===== config.mk =====
export PLATFORM = sky130hd
export DESIGN_NAME = khc_ctrl
export DESIGN_NICKNAME = d
export VERILOG_FILES = /design/src/hdl/khc_pkg.sv /design/src/hdl/khc_ctrl.sv
export SDC_FILE = /design/constraint.sdc
export NUM_CORES = 1
export LEC_CHECK = 0
export BUFFER_PORTS_ARGS = -buffer_cell sky130_fd_sc_hd__clkbuf_2
export CAP_MARGIN = 20
export CORE_AREA = 2 2 45 68
export DETAILED_ROUTE_END_ITERATION = 16
export DIE_AREA = 0 0 47 70
export PLACE_DENSITY = 0.7
export REMOVE_ABC_BUFFERS = 1
export SLEW_MARGIN = 25
export SYNTH_ARGS = -nofsm -noshare
export SYNTH_HDL_FRONTEND = slang
export SYNTH_SLANG_ARGS = --single-unit
export TNS_END_PERCENT = 5

===== constraint.sdc =====
create_clock -name clk -period 1.6 [get_ports clk]
set_input_delay 0.16 -clock clk [delete_from_list [all_inputs] [get_ports clk]]
set_output_delay 0.16 -clock clk [all_outputs]
set_load 0.1 [all_outputs]

===== src/hdl/khc_pkg.sv =====
// Shared types, constants and helpers for the 1-D k-means hotness classifier.
`default_nettype none
package khc_pkg;
  localparam int VAL_W  = 30;
  localparam int WORD_W = 32;
  localparam int RAND_W = 64;
  localparam int DIV_W  = 64;

  localparam logic [VAL_W-1:0] SAMPLE_ALL_ONES = 30'h3FFF_FFFF;

  localparam logic [1:0] MODE_LOAD     = 2'd0;
  localparam logic [1:0] MODE_RUN      = 2'd1;
  localparam logic [1:0] MODE_CLASSIFY = 2'd2;

  localparam logic [1:0] KIND_CENTER = 2'd0;
  localparam logic [1:0] KIND_CLASS  = 2'd1;
  localparam logic [1:0] KIND_ERROR  = 2'd2;

  localparam logic [1:0] TEMP_HOT  = 2'd0;
  localparam logic [1:0] TEMP_WARM = 2'd1;
  localparam logic [1:0] TEMP_COLD = 2'd2;

  typedef enum logic [1:0] {PASS_TOTAL, PASS_PICK, PASS_ASSIGN} pass_kind_t;
  typedef enum logic [1:0] {DIV_FIRST, DIV_SEED, DIV_MEAN} div_sel_t;

  typedef struct packed {
    logic       pass_start;
    pass_kind_t pass_kind;
    logic       div_start;
    div_sel_t   div_sel;
    logic       rd_first;
    logic       load_c0;
    logic       fill_same;
    logic       set_ck;
    logic       round_clr;
    logic       round_inc;
    logic       clr_changed;
    logic       upd_mean;
    logic       sort;
    logic       emit;
    logic       clear_count;
    logic [1:0] kidx;
    logic [1:0] cidx;
    logic [1:0] slot;
  } khc_cmd_t;

  typedef struct packed {
    logic       count_zero;
    logic       div_done;
    logic       pass_done;
    logic       total_zero;
    logic [2:0] members_zero;
    logic       changed;
    logic       round_limit;
    logic       kc3;
  } khc_status_t;

  function automatic logic [VAL_W-1:0] absdiff30(input logic [VAL_W-1:0] a,
                                                 input logic [VAL_W-1:0] b);
    return (a < b) ? (b - a) : (a - b);
  endfunction

  function automatic logic [WORD_W-1:0] absdiff32(input logic [WORD_W-1:0] a,
                                                  input logic [WORD_W-1:0] b);
    return (a < b) ? (b - a) : (a - b);
  endfunction
endpackage
`default_nettype wire


===== src/hdl/khc_ctrl.sv =====
// Run sequencer: seeding, refinement rounds, sort and center emission.
`default_nettype none
module khc_ctrl (
  input  wire logic                 clk,
  input  wire logic                 rst,
  input  wire logic                 start,
  input  wire logic [1:0]           mode,
  input  wire khc_pkg::khc_status_t sts,
  output khc_pkg::khc_cmd_t         cmd,
  output logic                      busy
);
  typedef enum logic [4:0] {
    S_IDLE, S_F_GO, S_F_WAIT, S_F_RD, S_F_LD, S_T_GO, S_T_WAIT, S_T_CHK,
    S_S_GO, S_S_WAIT, S_P_GO, S_P_WAIT, S_P_SET, S_R_GO, S_R_WAIT,
    S_M_CHK, S_M_WAIT, S_R_END, S_SORT, S_EMIT
  } state_t;

  state_t     state;
  logic [1:0] kidx;
  logic [1:0] cidx;
  logic [1:0] slot;
  logic [1:0] kc_last;

  assign busy    = state != S_IDLE;
  assign kc_last = sts.kc3 ? 2'd2 : 2'd1;

  // decode commands from the current state
  always_comb begin
    cmd            = '0;
    cmd.pass_kind  = khc_pkg::PASS_TOTAL;
    cmd.div_sel    = khc_pkg::DIV_FIRST;
    cmd.kidx       = kidx;
    cmd.cidx       = cidx;
    cmd.slot       = slot;
    unique case (state)
      S_F_GO: begin
        cmd.div_start = 1'b1;
        cmd.round_clr = 1'b1;
      end
      S_F_RD: cmd.rd_first = 1'b1;
      S_F_LD: cmd.load_c0 = 1'b1;
      S_T_GO: cmd.pass_start = 1'b1;
      S_T_CHK: cmd.fill_same = sts.total_zero;
      S_S_GO: begin
        cmd.div_start = 1'b1;
        cmd.div_sel   = khc_pkg::DIV_SEED;
      end
      S_P_GO: begin
        cmd.pass_start = 1'b1;
        cmd.pass_kind  = khc_pkg::PASS_PICK;
      end
      S_P_SET: cmd.set_ck = 1'b1;
      S_R_GO: begin
        cmd.pass_start  = 1'b1;
        cmd.pass_kind   = khc_pkg::PASS_ASSIGN;
        cmd.round_inc   = 1'b1;
        cmd.clr_changed = 1'b1;
      end
      S_M_CHK: begin
        cmd.div_start = !sts.members_zero[cidx];
        cmd.div_sel   = khc_pkg::DIV_MEAN;
      end
      S_M_WAIT: begin
        cmd.div_sel  = khc_pkg::DIV_MEAN;
        cmd.upd_mean = sts.div_done;
      end
      S_SORT: cmd.sort = 1'b1;
      S_EMIT: begin
        cmd.emit        = 1'b1;
        cmd.clear_count = slot == kc_last;
      end
      default: ;
    endcase
  end

  // advance state and loop counters
  always_ff @(posedge clk) begin
    if (rst) begin
      state <= S_IDLE;
      kidx  <= '0;
      cidx  <= '0;
      slot  <= '0;
    end else begin
      unique case (state)
        S_IDLE: begin
          if (start && mode == khc_pkg::MODE_RUN && !sts.count_zero) begin
            state <= S_F_GO;
          end
        end
        S_F_GO:   state <= S_F_WAIT;
        S_F_WAIT: if (sts.div_done) state <= S_F_RD;
        S_F_RD:   state <= S_F_LD;
        S_F_LD: begin
          kidx  <= 2'd1;
          state <= S_T_GO;
        end
        S_T_GO:   state <= S_T_WAIT;
        S_T_WAIT: if (sts.pass_done) state <= S_T_CHK;
        S_T_CHK:  state <= sts.total_zero ? S_R_GO : S_S_GO;
        S_S_GO:   state <= S_S_WAIT;
        S_S_WAIT: if (sts.div_done) state <= S_P_GO;
        S_P_GO:   state <= S_P_WAIT;
        S_P_WAIT: if (sts.pass_done) state <= S_P_SET;
        S_P_SET: begin
          if (kidx == kc_last) begin
            state <= S_R_GO;
          end else begin
            kidx  <= kidx + 2'd1;
            state <= S_T_GO;
          end
        end
        S_R_GO: begin
          cidx  <= '0;
          state <= S_R_WAIT;
        end
        S_R_WAIT: if (sts.pass_done) state <= S_M_CHK;
        S_M_CHK: begin
          if (!sts.members_zero[cidx]) begin
            state <= S_M_WAIT;
          end else if (cidx == kc_last) begin
            state <= S_R_END;
          end else begin
            cidx <= cidx + 2'd1;
          end
        end
        S_M_WAIT: begin
          if (sts.div_done) begin
            if (cidx == kc_last) begin
              state <= S_R_END;
            end else begin
              cidx  <= cidx + 2'd1;
              state <= S_M_CHK;
            end
          end
        end
        S_R_END: state <= (sts.changed && !sts.round_limit) ? S_R_GO : S_SORT;
        S_SORT: begin
          slot  <= '0;
          state <= S_EMIT;
        end
        S_EMIT: begin
          if (slot == kc_last) begin
            state <= S_IDLE;
          end else begin
            slot <= slot + 2'd1;
          end
        end
        default: state <= S_IDLE;
      endcase
    end
  end
endmodule
`default_nettype wire


Word level (Yosys, flattened, before mapping)
Cells that the tools add are included.
W data, S select, Z words.
{"block": "classes", "n_lt_le_gt_ge": 1, "add_sub_neg": 3, "n_mux": 39, "n_eq_ne": 35, "reduce_logical": 18}
{"cell": "$pmux W5 S20", "n": 1}
{"cell": "$mux W5", "n": 12}
{"cell": "$eq A5 B4 Y1 const B", "n": 8}
{"cell": "$ne A2 B2 Y1 const B", "n": 11}
{"cell": "$eq A5 B3 Y1 const B", "n": 4}
{"cell": "$eq A5 B5 Y1 const B", "n": 4}
{"cell": "$mux W2", "n": 8}
{"cell": "$pmux W2 S2", "n": 4}
{"cell": "$eq A5 B2 Y1 const B", "n": 2}
{"cell": "$mux W1", "n": 9}
{"cell": "$reduce_and A9 Y1", "n": 1}
{"cell": "$add A2 B1 Y2 const B", "n": 3}
{"cell": "$eq A2 B2 Y1", "n": 3}
{"cell": "$pmux W2 S3", "n": 1}
{"cell": "$eq A5 B1 Y1 const B", "n": 1}
{"cell": "$logic_not A5 Y1", "n": 1}
{"cell": "$reduce_bool A5 Y1", "n": 1}
{"cell": "$mux W4", "n": 1}
{"cell": "$reduce_and A2 Y1", "n": 2}
{"cell": "$reduce_bool A2 Y1", "n": 2}
{"cell": "$reduce_or A2 Y1", "n": 2}
{"cell": "$logic_and A1 B1 Y1", "n": 3}
{"cell": "$logic_not A1 Y1", "n": 3}
{"cell": "$lt A2 B3 Y1 const B", "n": 1}
{"cell": "other kinds (8)", "n": 8}
{"block": "word_totals", "in_bits": 15, "out_inout_bits": 24, "elab_cells": 100, "register_bits": 11}

Logic depth before layout (Yosys ltp)
{"block": "depth", "word_depth": 5, "depth_mapped": 7, "depth_no_buf": 6}

Worst setup path before layout
Ideal clock, no wire load.
{"block": "synth_path", "path_kind": "register to output", "start": "register state[0]", "end": "output port cmd[15] in the netlist's numbering", "stages_incl_launch_ff": 5, "n_path_buf": 3, "required_ns": 1.440, "setup_slack_ns": -2.245, "t_arrival_ns": 3.685, "path_cell_list": "dfxtp_1 -> buf_2 -> buf_2 -> buf_1 -> nor4_1"}
{"element": "from (decl)", "line": "khc_ctrl.sv:18", "text": "state_t state;"}
{"element": "from (signal assigned)", "line": "khc_ctrl.sv:99", "text": "S_T_CHK: state <= sts.total_zero ? S_R_GO : S_S_GO;"}
{"element": "from (signal assigned)", "line": "khc_ctrl.sv:136", "text": "S_R_END: state <= (sts.changed && !sts.round_limit) ? S_R_GO : S_SORT;"}
{"element": "to (decl)", "line": "khc_ctrl.sv:9", "text": "output khc_pkg::khc_cmd_t cmd,"}

Worst setup path in the final report
{"block": "layout_path", "start": "register cidx[1]", "end": "register state[3]"}
{"block": "layout_via", "elab_chain_len": 4, "elab_cells_between_ends": 9, "classes_between": "2 x eq/ne; 6 x mux; 1 x reduce/logical"}
{"element": "from (decl)", "line": "khc_ctrl.sv:20", "text": "logic [1:0] cidx;"}
{"element": "from (signal assigned)", "line": "khc_ctrl.sv:123", "text": "cidx <= cidx + 2'd1;"}
{"element": "from (signal assigned)", "line": "khc_ctrl.sv:131", "text": "cidx <= cidx + 2'd1;"}
{"element": "$bmux W1 S2 or $eq A2 B2 Y1 (tied branches)", "line": "khc_ctrl.sv:118, khc_ctrl.sv:120, khc_ctrl.sv:128"}
{"element": "$mux W1 (implied by the code) or $mux W5 (tied branches)", "line": "khc_ctrl.sv:118, khc_ctrl.sv:128"}
{"element": "$mux W5, or another cell as far along", "line": "khc_ctrl.sv:118", "text": "if (!sts.members_zero[cidx]) begin"}
{"element": "$pmux W5 S20 or $reduce_and A9 Y1 (tied branches)"}
Several ways; a longest one is shown, not always the timed one. The select of a mux whose other input is x is not followed.
A chain may end at the register's enable or synchronous reset.

==> results.yml <==
worst_setup_path:
  cpMaxStageDelayCell: "o31a_1"
  path_delay_family: "compound AO/OA/AOI/OAI gates"
  critPathCaptureType: "flip-flop"
  crit_end: "state[3]"
  crit_buf_inv: 1
  cp.depth: 6
  critPathMaxStageDelay_ns: 0.38
  rr_worst_depth: 6
  path_max_fanout: 5
  r2r-end: "state[3]"
  rr_startpoint: "cidx[1]"
  critPathLaunchType: "flip-flop"
  cp.required_ns: 1.73
  crit_path_cell_trace: "nand2b_4 > o22a_1 > buf_4 > o31a_1 > nand2_1 > mux2_1"
  arrival_ns: 1.93
  worst-setup-path-type: "flip-flop to flip-flop"
  ff2ff_setup_slack_ns: -0.21
  worstSetupStartpoint: "cidx[1]"
clock_network:
  clk_latency_ns: 0.24
  clkTransAtPathRegs_ns: 0.05
  cts_max_level: 1
  cts_max_path_buffers: 2
  cts_tree: "done"
  numCtsBuffers: 3
  numClockSinks: 11
  root_buffer: "clkbuf_8"
  ctsHoldBuffers: 0
power:
  intPower_mw: 1.98
  seqPwrFrac_pct: 12.4
  p_per_area_mw_per_mm2: 1840
  combinationalPowerShare_pct: 80.6
  power_mw: 4.16
  switchingPower_mw: 2.18
  pwr-share-clk_pct: 7.0
  peakVddDrop_uv: 2030
  sw_frac_of_total_pct: 52.5
  power_leakage_nw: 0.951
timing:
  finalClockSkew_ns: 0.00207
  drv_slew: 0
  timing.final.ws_setup_ns: -0.206
  worst_pin_slew_ns: 0.542
  fmax_ghz: 0.554
  slew_headroom_pct: 64.0
  layout_min_cycle_time_ns: 1.81
  whs_ns: 0.287
  rsz0062_at_grt: "true"
  final-hold-violation-count: 0
  period_share_pct: 113
  tns_ns: -1.96
  finalSetupViolCount: 23
global_routing:
  grt_pass1_vias: 1679
  grt_max_degree: 14
  grt_usage_pct: 31.7
  grt.overflow.total: 0
  grt_pass1_wl_um: 7650
  grt_antenna_before_repair: 0
floorplan:
  core_area_sq_mm: 0.00276
  die-area_sq_mm: 0.00329
  placementRows: 24
  initial_utilization_pct: 42.2
  die_y_um: 70
  die_w_um: 47
  num_io_pins: 39
logic_synthesis:
  syn_avg_cell_area_sq_um: 7.06
  synthFlopType: "dfxtp_1"
  ys_warn_count: 0
  synth_cells: 165
  seq_area_frac_synth_pct: 18.9
  ys_ff_latch: 11
  netlist_area_sq_mm: 0.00116
  yosysUniqueCellTypes: 56
  postSynth.asyncResetShare_pct: 0
  synth_edf_count: 0
final_layout:
  syn_to_final_growth_pct: 94.2
  design_area_sq_mm: 0.00226
  n_antenna_cell: 0
  final_net_count: 264
  drive_gt1_share_pct: 56.0
  fin_util_pct: 81.9
routing:
  drt_iter0_markers: 47
  wire_per_inst_um: 17.1
  dr.pass1.iters: 4
  ant_nets: 0
  vias: 1634
  drt-total-wl_um: 4910
  via_per_inst: 5.69
  drc: 0
placed_design:
  numPortBuffers: 38
  gp_congestion: 0.883
  hpwlAfterDp_um: 3780
  placed_area_sq_mm: 0.00199
outcome:
  outcome: "finished, violations left"
  violations: "setup timing"
flow_run:
  max_cap_viol_count: 0
hold_path:
  min_path_type: "primary input to flip-flop"
[worst reg2reg max path, cell delays in order, from the launching register on]
cell and delay [ns]:
dfxtp_4 0.35, nand2b_4 0.15, o22a_1 0.21, buf_4 0.15, o31a_1 0.38, nand2_1 0.12
mux2_1 0.32
[final cells by class]
type                    count  area [sq um]
repair buffers             94           911
clock buffers               4          45.0
fillers                   187           500
well taps                  39          48.8
multi-input cells         132           990
flip-flops and latches     11           241
inverters                   7          26.3
[cells by family (layout without fill, tap and decap cells)]
group,Yosys count,in the layout,synth area share [%]
AOI/OAI and AO/OA,50,50,30.1
xor gates and xnor gates,3,3,2.26
buffers and inverters,22,105,8.91
DFF,11,11,18.9
muxes,4,4,3.54
and+or+nand+nor,75,75,36.3
[sequential cells by signal, summed over array words and instances (netlist names)]
name   flops
slot       2
kidx       2
cidx       2
state      5
[per-stage QoR]
| step | setup slack (ns) | instances |
|---|---|---|
| floorplan | -2.16 | 150 |
| global placement | -0.173 | 280 |
| detailed placement | -0.263 | 280 |
| CTS | -0.178 | 285 |
| global route | -0.256 | 287 |
| finish | -0.206 | 287 |
[layer usage]
layer  up-vias  track usage, %  share of wire [%]
li1        772               -                  -
met1       774            31.9                 35
met2        66            55.9                 56
met3        22            5.17                4.5
met4         0            18.8                5.3
met5         -               0                  0
[timing repair]
action	in CTS	in global routing
endpoints found under the setup margin	28	26
setup buffers	1	2
gates resized for setup	45	11
pin swaps	12	3
[how the worst min path moves through the flow]
| stage | startpoint | end | slack, ns | depth (start not counted) |
|---|---|---|---|---|
| floorplan | rst | cidx[0] | 0.23 | 1 |
| global placement | kidx[1] | kidx[1] | 0.49 | 2 |
| detailed placement | cidx[0] | cidx[0] | 0.52 | 2 |
| CTS | rst | cidx[0] | 0.27 | 2 |
| global route | rst | cidx[1] | 0.30 | 2 |
| finish | rst | cidx[1] | 0.29 | 2 |
[cells in the mapped netlist, drive strengths merged, types with 2 or more instances]
master	n	share of area [%]
a31oi	2	1.1
nand2	16	5.2
nand3b	2	1.3
nor2	16	5.4
inv	7	2.3
a311oi	3	2.3
and3	3	1.6
nand3	6	2.6
nand2b	6	3.2
o22a	2	1.6
o311ai	3	2.3
nor4bb	2	1.7
xor2	2	1.5
a21oi	14	6.3
nand4b	2	1.5
dfxtp	11	19
a211oi	3	3.0
clkbuf	6	1.9
or4	2	1.3
a21o	2	1.3
nor2b	6	3.2
buf	9	4.7
nor3b	2	1.3
mux2i	3	2.6
nor3	2	0.86
o31ai	2	1.3
o21ai	12	5.5
[placed cells by master (no fill, tap or decap), types with 2 or more instances in the layout]
cell / Yosys / routed
dfxtp_4: 0 / 5
buf_6: 1 / 6
xor2_1: 2 / 2
a211oi_1: 2 / 2
inv_1: 7 / 6
nand3_1: 6 / 5
clkbuf_2: 0 / 20
a31oi_1: 2 / 2
and3_4: 0 / 2
mux2i_1: 3 / 3
a21o_1: 2 / 2
dfxtp_1: 11 / 4
nor2b_1: 6 / 4
buf_4: 2 / 49
a21oi_2: 1 / 4
nand2_1: 16 / 15
o21ai_0: 10 / 10
o31ai_1: 2 / 2
a311oi_2: 0 / 2
clkbuf_8: 0 / 3
o311ai_1: 1 / 2
nand4b_1: 2 / 2
a21oi_1: 13 / 9
nand3b_1: 2 / 2
nand2b_1: 6 / 4
nor3_1: 2 / 2
nor2_2: 1 / 3
nor2_4: 0 / 5
nor4bb_1: 2 / 2
nor2_1: 15 / 8
buf_12: 0 / 18
dfxtp_2: 0 / 2
[power by group through the flow]
stage	clock network, mW	logic (mW)	registers (mW)
final	0.290	3.35	0.515
after global routing	0.305	3.50	0.523
after CTS	0.292	3.19	0.497
after detailed placement	0	2.97	0.464
after global placement	0	2.92	0.459
after floorplan	0	1.44	0.602
Note: power is estimated with default switching activity, not from simulation.
